===== config.mk =====
export PLATFORM = sky130hd
export DESIGN_NAME = rsl_ram
export DESIGN_NICKNAME = d
export VERILOG_FILES = /design/src/rtl/rsl_ram.sv
export SDC_FILE = /design/constraint.sdc
export NUM_CORES = 2
export LEC_CHECK = 0
export BUFFER_PORTS_ARGS = -buffer_cell sky130_fd_sc_hd__buf_4
export CORE_MARGIN = 1.5
export CORE_UTILIZATION = 40
export CTS_BUF_LIST = sky130_fd_sc_hd__clkbuf_8
export CTS_CLUSTER_SIZE = 14
export DETAILED_ROUTE_END_ITERATION = 7
export MAX_ROUTING_LAYER = met4
export PLACE_DENSITY = 0.58
export SYNTH_ARGS = -nofsm -noshare
export SYNTH_HDL_FRONTEND = slang
export SYNTH_SLANG_ARGS = --single-unit

===== constraint.sdc =====
create_clock -name clk -period 2.9 [get_ports clk]
set_clock_uncertainty 0.2 [all_clocks]
set_input_delay 0 -clock clk [delete_from_list [all_inputs] [get_ports clk]]
set_output_delay 0 -clock clk [all_outputs]
set_load 0.02 [all_outputs]

===== src/rtl/rsl_ram.sv =====
`timescale 1ns / 1ps

module rsl_ram #(
  parameter int WIDTH = 16,
  parameter int DEPTH = 114
) (
  input  logic                     clk,
  input  logic                     we,
  input  logic [$clog2(DEPTH)-1:0] waddr,
  input  logic [WIDTH-1:0]         wdata,
  input  logic                     re,
  input  logic [$clog2(DEPTH)-1:0] raddr,
  output logic [WIDTH-1:0]         rdata
);

  logic [WIDTH-1:0] mem [DEPTH];

  always_ff @(posedge clk) begin
    if (we) begin
      mem[waddr] <= wdata;
    end
    if (re) begin
      rdata <= mem[raddr];
    end
  end

endmodule


==> results.sh <==
export IMPL_status="finished, violations left"
export IMPL_violations="design-rule violations"
export IMPL_drt_total_wl_mm=197
export IMPL_cts_made_buffers=313
export IMPL_total_power_w=0.0533
export IMPL_crit_type="flop to flop"
export IMPL_synth_edf_count=1840
export IMPL_max_cap_violations=0
export IMPL_p_comb_share_pct=6.3
export IMPL_initial_utilization_pct=40.3
export IMPL_cts_setup_buffers=0
export IMPL_crit_buf_inv=1
export IMPL_netlist_area_leader_share_pct=77.7
export IMPL_cp_startpoint="mem[98][2]"
export IMPL_async_reset_ff_share_pct=0
export IMPL_synth_cell_types=48
export IMPL_rr_worst_depth=7
export IMPL_pwr_share_clk_pct=38.4
export IMPL_fin_cells=6664
export IMPL_core_area_sq_um=176000
export IMPL_syn_nets=3466
export IMPL_required_ns=3.43
export IMPL_fin_nets=4146
export IMPL_syn_inst=3433
export IMPL_cp_slowest_stage_delay_ns=0.47
export IMPL_num_rows=154
export IMPL_yosys_top_cells_count="edfxtp_1 (1840), mux4_2 (309), mux2i_1 (173), mux2_2 (160)"
export IMPL_area_growth_pct=17.8
export IMPL_hold_viol_final=0
export IMPL_slew_viol_final=0
export IMPL_die_h_um=425
export IMPL_min_path_type="input pin to flop"
export IMPL_p_int_w=0.0411
export IMPL_vias=37584
export IMPL_min_from="waddr[0]"
export IMPL_die_w_um=425
export IMPL_grt_pass1_vias=37694
export IMPL_io_buffers=48
export IMPL_p_sw_w=0.0122
export IMPL_grt_util_all_layers_pct=22.6
export IMPL_yosysSeqAreaShare_pct=77.7
export IMPL_viasPerCell=5.64
export IMPL_drt_iter0_markers=4560
export IMPL_grt_pass1_wl_mm=280
export IMPL_grt_max_degree=101
export IMPL_drive_gt1_share_pct=31.6
export IMPL_clk_pin_slew_ns=0.07
export IMPL_fmaxAchievable_mhz=348
export IMPL_avgSynthCellArea_sq_um=20.7
export IMPL_cts_sinks=1840
export IMPL_dp_hpwl_mm=121
export IMPL_place_gp_congestion=0.937
export IMPL_ys_seq_elements=1840
export IMPL_antenna_left=0
export IMPL_cp_slowest_cell="or4_1"
export IMPL_fin_tns_setup_ns=0
export IMPL_leakagePower_nw=27.5
export IMPL_end_kind="flop"
export IMPL_placed_cells=6065
export IMPL_clockBufferDepth=4
export IMPL_dpl_cell_area_sq_um=77500
export IMPL_worstMarginPinSlew_ns=1.21
export IMPL_rsz0062_at_grt="yes"
export IMPL_drc_errors=2
export IMPL_cts_root_buf="clkbuf_8"
export IMPL_synth_most_common_cell="edfxtp_1"
export IMPL_switching_share_pct=22.9
export IMPL_gr_total_overflow=0
export IMPL_slew_headroom_pct=19.0
export IMPL_cts_tree="done"
export IMPL_critPathLaunchType="flop"
export IMPL_crit_family="multiplexers"
export IMPL_htree_levels=5
export IMPL_antenna_found_initial=10
export IMPL_hold_slack_ns=0.110
export IMPL_r2r_start="mem[98][2]"
export IMPL_synthTopCellsByArea="edfxtp_1 (78%), mux4_2 (9.8%), mux2_2 (2.5%)"
export IMPL_arrival_ns=3.40
export IMPL_finalSetupViolCount=0
export IMPL_path_cells="mux4_2, mux2_2, a221o_1, o21ai_2, a41oi_1, buf_4, or4_1"
export IMPL_fillers=14625
export IMPL_ys_flop_type="edfxtp_1"
export IMPL_worstHoldPathCells=4
export IMPL_cp_depth=7
export IMPL_pwr_share_seq_pct=55.3
export IMPL_yosysWarnings=0
export IMPL_ir_drop_mv=0.415
export IMPL_syn_area_sq_um=71100
export IMPL_period_minus_slack_ns=2.87
export IMPL_design_area_sq_um=83700
export IMPL_boundaryPins=49
export IMPL_dieArea_sq_um=180000
export IMPL_power_per_cell_area_nw_per_um2=636
export IMPL_wl_per_cell_um=29.6
export IMPL_synth_top_area_cell="edfxtp_1"
export IMPL_min_period_over_period_pct=99.0
export IMPL_clk_latency_ns=1.06
export IMPL_firstDrtPassIters=7
export IMPL_cp_max_fo=1
-- sequential cells by signal, summed over array words and instances (netlist names) --
signal / count
mem: 1824
rdata: 16
-- logic make-up after synthesis --
family / Yosys count / share of synthesized area [%]
DFF: 1840 / 77.7
muxes: 644 / 14.8
AOI/OAI and AO/OA: 379 / 3.60
and+or+nand+nor: 371 / 2.36
buffers and inverters: 199 / 1.47
-- worst paths after layout --
check,to,slack (ns)
hold / removal,mem[82][3],0.11
setup / recovery,rdata[2],0.03
setup reg to reg,rdata[2],0.03
hold reg to reg,rdata[15],0.73
-- cells in the final DEF, fill, tap and decap left out, types with 24 or more instances in the layout --
| master | netlist | final |
|---|---|---|
| nand2_1 | 84 | 84 |
| o22ai_1 | 63 | 63 |
| nor3_1 | 40 | 33 |
| a21oi_1 | 72 | 72 |
| clkinv_1 | 0 | 69 |
| dlygate4sd3_1 | 0 | 60 |
| clkinv_2 | 0 | 29 |
| edfxtp_1 | 1840 | 1840 |
| mux2i_1 | 173 | 173 |
| a22oi_1 | 145 | 145 |
| clkbuf_8 | 0 | 317 |
| mux2_2 | 160 | 159 |
| buf_4 | 23 | 423 |
| nor2_1 | 145 | 131 |
| mux4_2 | 309 | 310 |
| a31oi_1 | 24 | 24 |
| o21ai_0 | 28 | 27 |
| nand3_1 | 32 | 32 |
| buf_12 | 0 | 70 |
| inv_1 | 2 | 98 |
-- metrics by stage --
step                      utilization [%]  worst slack (ns)
final                                47.5            0.0303
after global routing                 47.5           -0.0730
after CTS                            47.5           0.00607
after detailed placement             44.0            -0.304
after global placement               44.0            -0.325
after floorplan                         -             0.425
-- layout make-up --
cell class | count | area [sq um] | share of cell area, %
diodes | 4 | 10.0 | 0.0120
clock buffers | 317 | 4360 | 5.21
inverters | 2 | 7.51 | 0.00897
repair buffers | 562 | 5370 | 6.41
clock inverters | 205 | 917 | 1.10
well taps | 2340 | 2930 | 3.50
multi-input cells | 1394 | 14900 | 17.8
flip-flops and latches | 1840 | 55300 | 66.0
-- repair_timing --
action,CTS,global route
hold buffers,73,0
resized for setup,6,5
setup endpoints to repair,3,5
pin swaps,4,1
hold endpoints to repair,3680,0
-- per-layer routing --
layer	routed length, um	GRT usage, %
met3	15800	4.09
met5	0	-
met1	81600	30.6
met4	7140	8.05
met2	92900	34.3
-- worst register-to-register path: stages (launching register included) --
cell and delay [ns]:
edfxtp_1 0.37, mux4_2 0.45, mux2_2 0.28, a221o_1 0.33
o21ai_2 0.19, a41oi_1 0.07, buf_4 0.21, or4_1 0.47
-- power groups by stage --
| stage | sequential, W | clock (W) | combinational [W] |
|---|---|---|---|
| finish | 0.0295 | 0.0205 | 0.00334 |
| global route | 0.0295 | 0.0220 | 0.00349 |
| CTS | 0.0295 | 0.0209 | 0.00334 |
| detailed placement | 0.0300 | 0 | 0.00319 |
| global placement | 0.0300 | 0 | 0.00316 |
| floorplan | 0.0300 | 0 | 0.00142 |
Power figures use the tool's default switching activity.
