`src/rtl/rsl_pkg.sv`:
```
`timescale 1ns / 1ps

package rsl_pkg;

  typedef logic [30:0] seed_t;
  typedef logic [1:0]  op_t;
  typedef logic [0:0]  cfg_idx_t;
  typedef logic [6:0]  bin_idx_t;
  typedef logic [27:0] q16_t;

  localparam op_t OP_WRITE  = 2'd0;
  localparam op_t OP_DRAW   = 2'd1;
  localparam op_t OP_RESEED = 2'd2;

  localparam cfg_idx_t CFG_SEED_FIRST  = 1'b0;
  localparam cfg_idx_t CFG_SEED_SECOND = 1'b1;

  localparam seed_t SEED_FIRST_RST  = 31'd1;
  localparam seed_t SEED_SECOND_RST = 31'd71;

  localparam logic [14:0] LEHMER_A = 15'd16807;
  localparam seed_t       LEHMER_M = 31'h7FFF_FFFF;
  localparam seed_t       SPLIT_Z  = 31'd702806974;
  localparam seed_t       KNEE_Z   = 31'((64'd91 * 64'd2147483647) / 64'd275);
  localparam logic [8:0]  SLOPE    = 9'd275;

  localparam q16_t LOW_BASE_Q16  = 28'd190054400;
  localparam q16_t HIGH_BASE_Q16 = 28'd195207168;
  localparam q16_t MAX_Q16       = 28'd197459968;

  localparam logic [15:0] LOW_H    = 16'd5000;
  localparam logic [15:0] HIGH_H   = 16'd40000;
  localparam logic [11:0] BIN_BASE = 12'd2900;

  localparam int PROD_W = 40;
  localparam int Z2H_W  = 47;
  localparam int NUM_W  = 56;
  localparam int QUO_W  = 25;

  typedef struct packed {
    logic     we;
    cfg_idx_t idx;
    seed_t    data;
  } cfg_wr_t;

  typedef struct packed {
    logic advance;
    logic reseed;
  } gen_ctl_t;

endpackage

```
`src/rtl/rsl_gen.sv`:
```
`timescale 1ns / 1ps

module rsl_gen (
  input  logic              clk,
  input  logic              rst,
  input  rsl_pkg::cfg_wr_t  cfg,
  input  rsl_pkg::gen_ctl_t ctl,
  output rsl_pkg::seed_t    z1_next,
  output rsl_pkg::seed_t    z2_next
);

  import rsl_pkg::*;

  seed_t seed1;
  seed_t seed2;
  seed_t gen1;
  seed_t gen2;

  // z * a mod (2^31 - 1) by folding the high part onto the low part
  function automatic seed_t lehmer_next(input seed_t z);
    logic [45:0] p;
    logic [31:0] s;
    begin
      p = 46'(z) * 46'(LEHMER_A);
      s = 32'(p[30:0]) + 32'(p[45:31]);
      if (s >= 32'(LEHMER_M)) begin
        s = s - 32'(LEHMER_M);
      end
      return s[30:0];
    end
  endfunction

  assign z1_next = lehmer_next(gen1);
  assign z2_next = lehmer_next(gen2);

  always_ff @(posedge clk) begin
    if (rst) begin
      seed1 <= SEED_FIRST_RST;
      seed2 <= SEED_SECOND_RST;
      gen1  <= SEED_FIRST_RST;
      gen2  <= SEED_SECOND_RST;
    end else begin
      if (cfg.we) begin
        unique case (cfg.idx)
          CFG_SEED_FIRST:  seed1 <= cfg.data;
          CFG_SEED_SECOND: seed2 <= cfg.data;
          default: ;
        endcase
      end
      if (ctl.reseed) begin
        gen1 <= seed1;
        gen2 <= seed2;
      end else if (ctl.advance) begin
        gen1 <= z1_next;
        gen2 <= z2_next;
      end
    end
  end

endmodule

```
`config.mk`:
```
export PLATFORM = sky130hd
export DESIGN_NAME = rsl_gen
export DESIGN_NICKNAME = d
export VERILOG_FILES = /design/src/rtl/rsl_pkg.sv /design/src/rtl/rsl_gen.sv
export SDC_FILE = /design/constraint.sdc
export NUM_CORES = 1
export LEC_CHECK = 0
export ABC_AREA = 1
export BUFFER_PORTS_ARGS = -buffer_cell sky130_fd_sc_hd__buf_4
export CAP_MARGIN = 20
export CORE_MARGIN = 2
export CORE_UTILIZATION = 50
export CTS_BUF_LIST = sky130_fd_sc_hd__clkbuf_16
export CTS_CLUSTER_DIAMETER = 100
export CTS_CLUSTER_SIZE = 24
export DETAILED_ROUTE_END_ITERATION = 6
export PLACE_DENSITY = 0.67
export SLEW_MARGIN = 20
export SYNTH_ARGS = -nofsm -noshare
export SYNTH_HDL_FRONTEND = slang
export SYNTH_SLANG_ARGS = --single-unit
```
`constraint.sdc`:
```
create_clock -name clk -period 13.3 [get_ports clk]
set_input_delay 1.33 -clock clk [delete_from_list [all_inputs] [get_ports clk]]
set_output_delay 1.33 -clock clk [all_outputs]
set_load 0.05 [all_outputs]
```
==> results of run 1 <==
area by class of cell:
class / count / area (µm²) / share of cell area
multi-input cells: 2611 / 19800 / 0.713
inverters: 867 / 3250 / 0.117
flip-flops and latches: 124 / 2480 / 0.0892
well taps: 680 / 851 / 0.0306
repair buffers: 103 / 773 / 0.0278
clock buffers: 17 / 425 / 0.0153
clock inverters: 15 / 206 / 0.00742
cell usage in the layout (no fill, tap or decap), types with 5 or more instances in the layout:
cell / count
inv_1: 847
nand2_1: 818
ha_1: 406
nor2_1: 278
fa_1: 268
nand3_1: 195
a21oi_1: 149
dfxtp_1: 124
buf_4: 103
o21ai_0: 76
nand2_2: 65
nand4_1: 52
xor2_1: 49
a22oi_1: 38
nor2_2: 28
and2_1: 22
nor2_4: 21
a31oi_1: 21
nor3_1: 18
inv_2: 17
clkbuf_16: 17
nand3_2: 16
nand3b_1: 15
xnor2_1: 14
o211ai_1: 9
o21bai_1: 6
inv_6: 6
o21a_1: 5
a21oi_2: 5
nand2_4: 5
a21o_1: 5
worst max-delay path: cells and delay by family, from the launching register on:
| family | cells | cell delay [ns] |
|---|---|---|
| buffers and inverters | 6 | 0.79 |
| adders and majority gates | 8 | 3.72 |
| xor gates and xnor gates | 1 | 0.23 |
| AOI/OAI and AO/OA | 7 | 1.67 |
| and+or+nand+nor | 20 | 3.02 |
| DFF | 1 | 0.54 |
registers in the layout, indices dropped and copies added, names as in the netlist:
| register | flops |
|---|---|
| gen1 | 31 |
| seed2 | 31 |
| seed1 | 31 |
| gen2 | 31 |
layer usage:
layer  GRT usage  vias to the layer above  part of all wire
li1            -                    11500                 -
met1       0.378                    10700              0.43
met2       0.510                      552              0.47
met3      0.0201                      139             0.035
met4       0.161                        0             0.060
met5           0                        -                 0
worst max-delay path by stage:
stage / startpoint / to / slack [ns] / cells after the start
after floorplan: gen2[21] / z2_next[2] / 3.96 / 43
after global placement: gen1[17] / z1_next[29] / 2.20 / 42
after detailed placement: gen1[17] / z1_next[29] / 2.14 / 42
after CTS: gen1[17] / z1_next[29] / 1.61 / 42
after global routing: gen1[17] / z1_next[23] / 0.88 / 42
final: gen1[17] / z1_next[29] / 1.56 / 42
cell families after synthesis:
family	share of synthesized area
compound gates	0.0741
xor+xnor	0.0226
fa+ha+maj	0.405
buf+inv	0.136
flops	0.0961
simple gates	0.267
per-stage QoR:
stage	std cells	worst slack, ns	utilization	instance area (µm²)
CTS	4417	1.61	0.544	27800
finish	4417	1.56	0.544	27800
global placement	4385	2.20	0.531	27200
floorplan	3650	3.96	-	25800
global route	4417	0.876	0.544	27800
detailed placement	4385	2.14	0.531	27200
==> reports/qor.yml, run 1 <==
hold-path-endpoint: "gen2[0]"
reg2reg_slack_ns: 3.37
rsz0062_at_grt: "false"
grt_pass1_vias: 22700
whs_ns: 0.465
drive_gt1_frac: 0.0805
clockRootBuffer: "clkbuf_16"
netlist_instances: 3650
status: "completed"
r2r-end: "gen1[27]"
worstHoldPathCells: 2
coreArea_um2: 51200
finalCriticalPeriod_ns: 11.74
grt_usage: 0.299
crit_slowest_cell: "fa_1"
max-cap-violations: 0
cts_tree: "done"
grt-ovfl-total: 0
fill_cells: 5178
synth_top_area_cell: "fa_1"
fmax_mhz: 85.2
critPathLaunchType: "flop"
setup.worst_path.end_class: "output port"
die_h_um: 231
vias: 22800
arrival_ns: 10.41
ys_warn_count: 0
rows: 83
hold_path_class: "flop to flop"
drc: 0
routed_wirelength_um: 77600
setup_viol: 0
setup-tns-final_ns: 0
grt_pass1_wl_um: 123000
hold_viol_final: 0
ys.flop_type: "dfxtp_1"
area_delta_synth_final_pct: 7.83
die_w_um: 231
yosysTopAreaCellShare: 0.208
reg2reg_from: "gen1[17]"
cts_buffers: 17
slowest_delay_ns: 0.56
insertedDiodeCount: 0
synth_area_um2: 25800
setup.worst_path.class: "flop to output port"
clk_latency_ns: 0.44
synth_common_cells: "846 x inv_1, 818 x nand2_1, 406 x ha_1"
synth-seq-area-share: 0.0961
dpl.hpwl_um: 68200
cts-resized-gates: 0
period_share: 0.883
holdCritStartpoint: "seed2[0]"
ant_nets: 0
nNetsFinal: 4435
slew_violations: 0
ys_ff_latch: 124
post_drt_wl_per_cell_um: 17.6
postCtsSetupRepairBufs: 0
synth_cell_types: 54
reg2reg_depth: 41
h-tree-depth: 4
drtPass1Iterations: 5
path_max_fanout: 14
io_pins: 99
syn-num-nets: 4361
syn_area_per_cell_um2: 7.07
dieArea_um2: 53500
drt-initial-drc-count: 1388
synth_edf_count: 0
cts_hold_buf: 0
antenna_found_initial: 0
cts.clk_slew.worst_paths_ns: 0.06
start_util: 0.504
cts.path.max_buffers: 2
required_ns: 11.97
cts.sinks: 124
grt_max_degree: 65
worst_slew_pin_slew_ns: 1.06
max_slew_margin: 0.290
cpMostUsedCell: "nand2_1"
synth_area_leaders: "fa_1 21%, ha_1 20%, inv_1 12%, nand2_1 12%, dfxtp_1 9.6%"
fin_skew_ns: 0.0138
io_buffer_count: 98
viasPerCell: 5.17
synthArstFlopShare: 0
gp_congestion: 1.08
yosysMostFrequentCell: "inv_1"
Power of run 1 is not shown: default switching activity piles up to over one toggle a cycle in this logic, so the estimate is an artifact.
==> run 2, diff against run 1 <==
--- a/config.mk
+++ b/config.mk
@@ -6,7 +6,7 @@
 export NUM_CORES = 1
 export LEC_CHECK = 0
 export ABC_AREA = 1
-export BUFFER_PORTS_ARGS = -buffer_cell sky130_fd_sc_hd__buf_4
+export BUFFER_PORTS_ARGS = -buffer_cell sky130_fd_sc_hd__buf_2
 export CAP_MARGIN = 20
 export CORE_MARGIN = 2
 export CORE_UTILIZATION = 50
==> constraint.sdc (replaced) <==
create_clock -name clk -period 14.4 [get_ports clk]
set_input_delay 1.44 -clock clk [delete_from_list [all_inputs] [get_ports clk]]
set_output_delay 1.44 -clock clk [all_outputs]
set_load 0.05 [all_outputs]
==> reports/qor.yml, run 2 (synthesis results as in run 1) <==
status: "completed"
finalCriticalPeriod_ns: 12.17
crit_cells: 42
critPathLaunchType: "flop"
post_drt_wl_per_cell_um: 17.8
endpoint: "z1_next[17]"
drc: 0
max-cap-violations: 0
grt_pass1_wl_um: 124000
reg2reg_depth: 41
ant_nets: 0
crit_slowest_cell: "o21ai_0"
arrival_ns: 10.73
fin_skew_ns: 0.0159
coreArea_um2: 51200
rows: 83
setup_viol: 0
fmax_mhz: 82.2
fill_cells: 5220
die_h_um: 231
io_pins: 99
reg2reg_from: "gen1[17]"
grt_max_degree: 65
max_slew_margin: 0.323
hold_path_class: "flop to flop"
r2r-end: "gen1[19]"
drt-initial-drc-count: 1479
rsz0062_at_grt: "false"
layout_commonest_cell: "inv_1"
nNetsFinal: 4436
slowest_delay_ns: 0.60
grt_usage: 0.302
final_cell_mix: "847 x inv_1, 818 x nand2_1, 406 x ha_1"
path_delay_family: "adder cells"
h-tree-depth: 4
cts.path.max_buffers: 2
postCtsSetupRepairBufs: 0
gp_congestion: 1.04
path_max_fanout: 14
insertedDiodeCount: 0
cts_tree: "done"
cts-resized-gates: 0
drive_gt1_frac: 0.0803
crit_buf_inv: 6
dpl.hpwl_um: 68700
clk_latency_ns: 0.44
worst_slew_pin_slew_ns: 1.01
required_ns: 12.96
drtPass1Iterations: 7
start_util: 0.504
routed_wirelength_um: 78700
grt_pass1_vias: 22700
cts_buffers: 17
setup-tns-final_ns: 0
setup.worst_path.end_class: "output port"
startpoint: "gen1[17]"
antenna_found_initial: 1
vias: 22800
area_delta_synth_final_pct: 6.49
cts_hold_buf: 0
hold_viol_final: 0
viasPerCell: 5.16
die_w_um: 231
clockRootBuffer: "clkbuf_16"
cpMostUsedCell: "nand2_1"
setup.worst_path.class: "flop to output port"
io_buffer_count: 98
dieArea_um2: 53500
cts.clk_slew.worst_paths_ns: 0.06
reg2reg_slack_ns: 4.17
grt-ovfl-total: 0
slew_violations: 0
cts.sinks: 124
period_share: 0.845
==> run 2: changes by cell type in the layout (fill, tap and decap cells not counted), sizes merged <==
cell      delta
inv          -4
bufinv       -4
clkinvlp     +4
buf          +1
clkinv       +4
==> run 2: worst min path at each step <==
stage | startpoint | endpoint | slack [ns] | cells after the start
global route | seed1[28] | gen1[28] | 0.50 | 2
finish | seed2[0] | gen2[0] | 0.47 | 2
global placement | seed1[0] | seed1[0] | 0.45 | 2
floorplan | seed1[0] | seed1[0] | 0.43 | 2
CTS | seed2[0] | gen2[0] | 0.47 | 2
detailed placement | seed2[0] | gen2[0] | 0.46 | 2
==> run 2: through the flow <==
stage                     cells  hold WS, ns   util  worst slack, ns  cell area (µm²)
after floorplan            3650        0.429      -             4.95            25800
after global placement     4386        0.452  0.527             2.83            27000
after detailed placement   4386        0.461  0.527             2.85            27000
after CTS                  4418        0.470  0.537             2.34            27500
after global routing       4418        0.500  0.537             1.68            27500
final                      4418        0.470  0.537             2.23            27500
==> run 2: layout make-up <==
type	count	area (µm²)	area share
multi-input combinational	2611	19800	0.722
inverter	867	3250	0.118
sequential	124	2480	0.0903
tap	680	851	0.0309
timing repair buffer	104	536	0.0195
clock buffer	17	425	0.0155
clock inverter	15	100	0.00364
==> run 2: worst reg2reg max path, delay by kind of cell (launching register included) <==
family	cells	cell delay (ns)
xor+xnor	1	0.22
flops	1	0.51
simple gates	21	3.43
fa+ha+maj	8	3.70
buf+inv	4	0.34
compound gates	7	1.88
==> run 2: layer usage <==
metal  part of all wire  global-route usage  up-vias
met5                  0                   0        -
met4              0.059               0.159        0
met3              0.029              0.0175      133
met2               0.47               0.522      491
met1               0.44               0.379    10700
li1                   -                   -    11500
Power of run 2 is left out for the same reason.
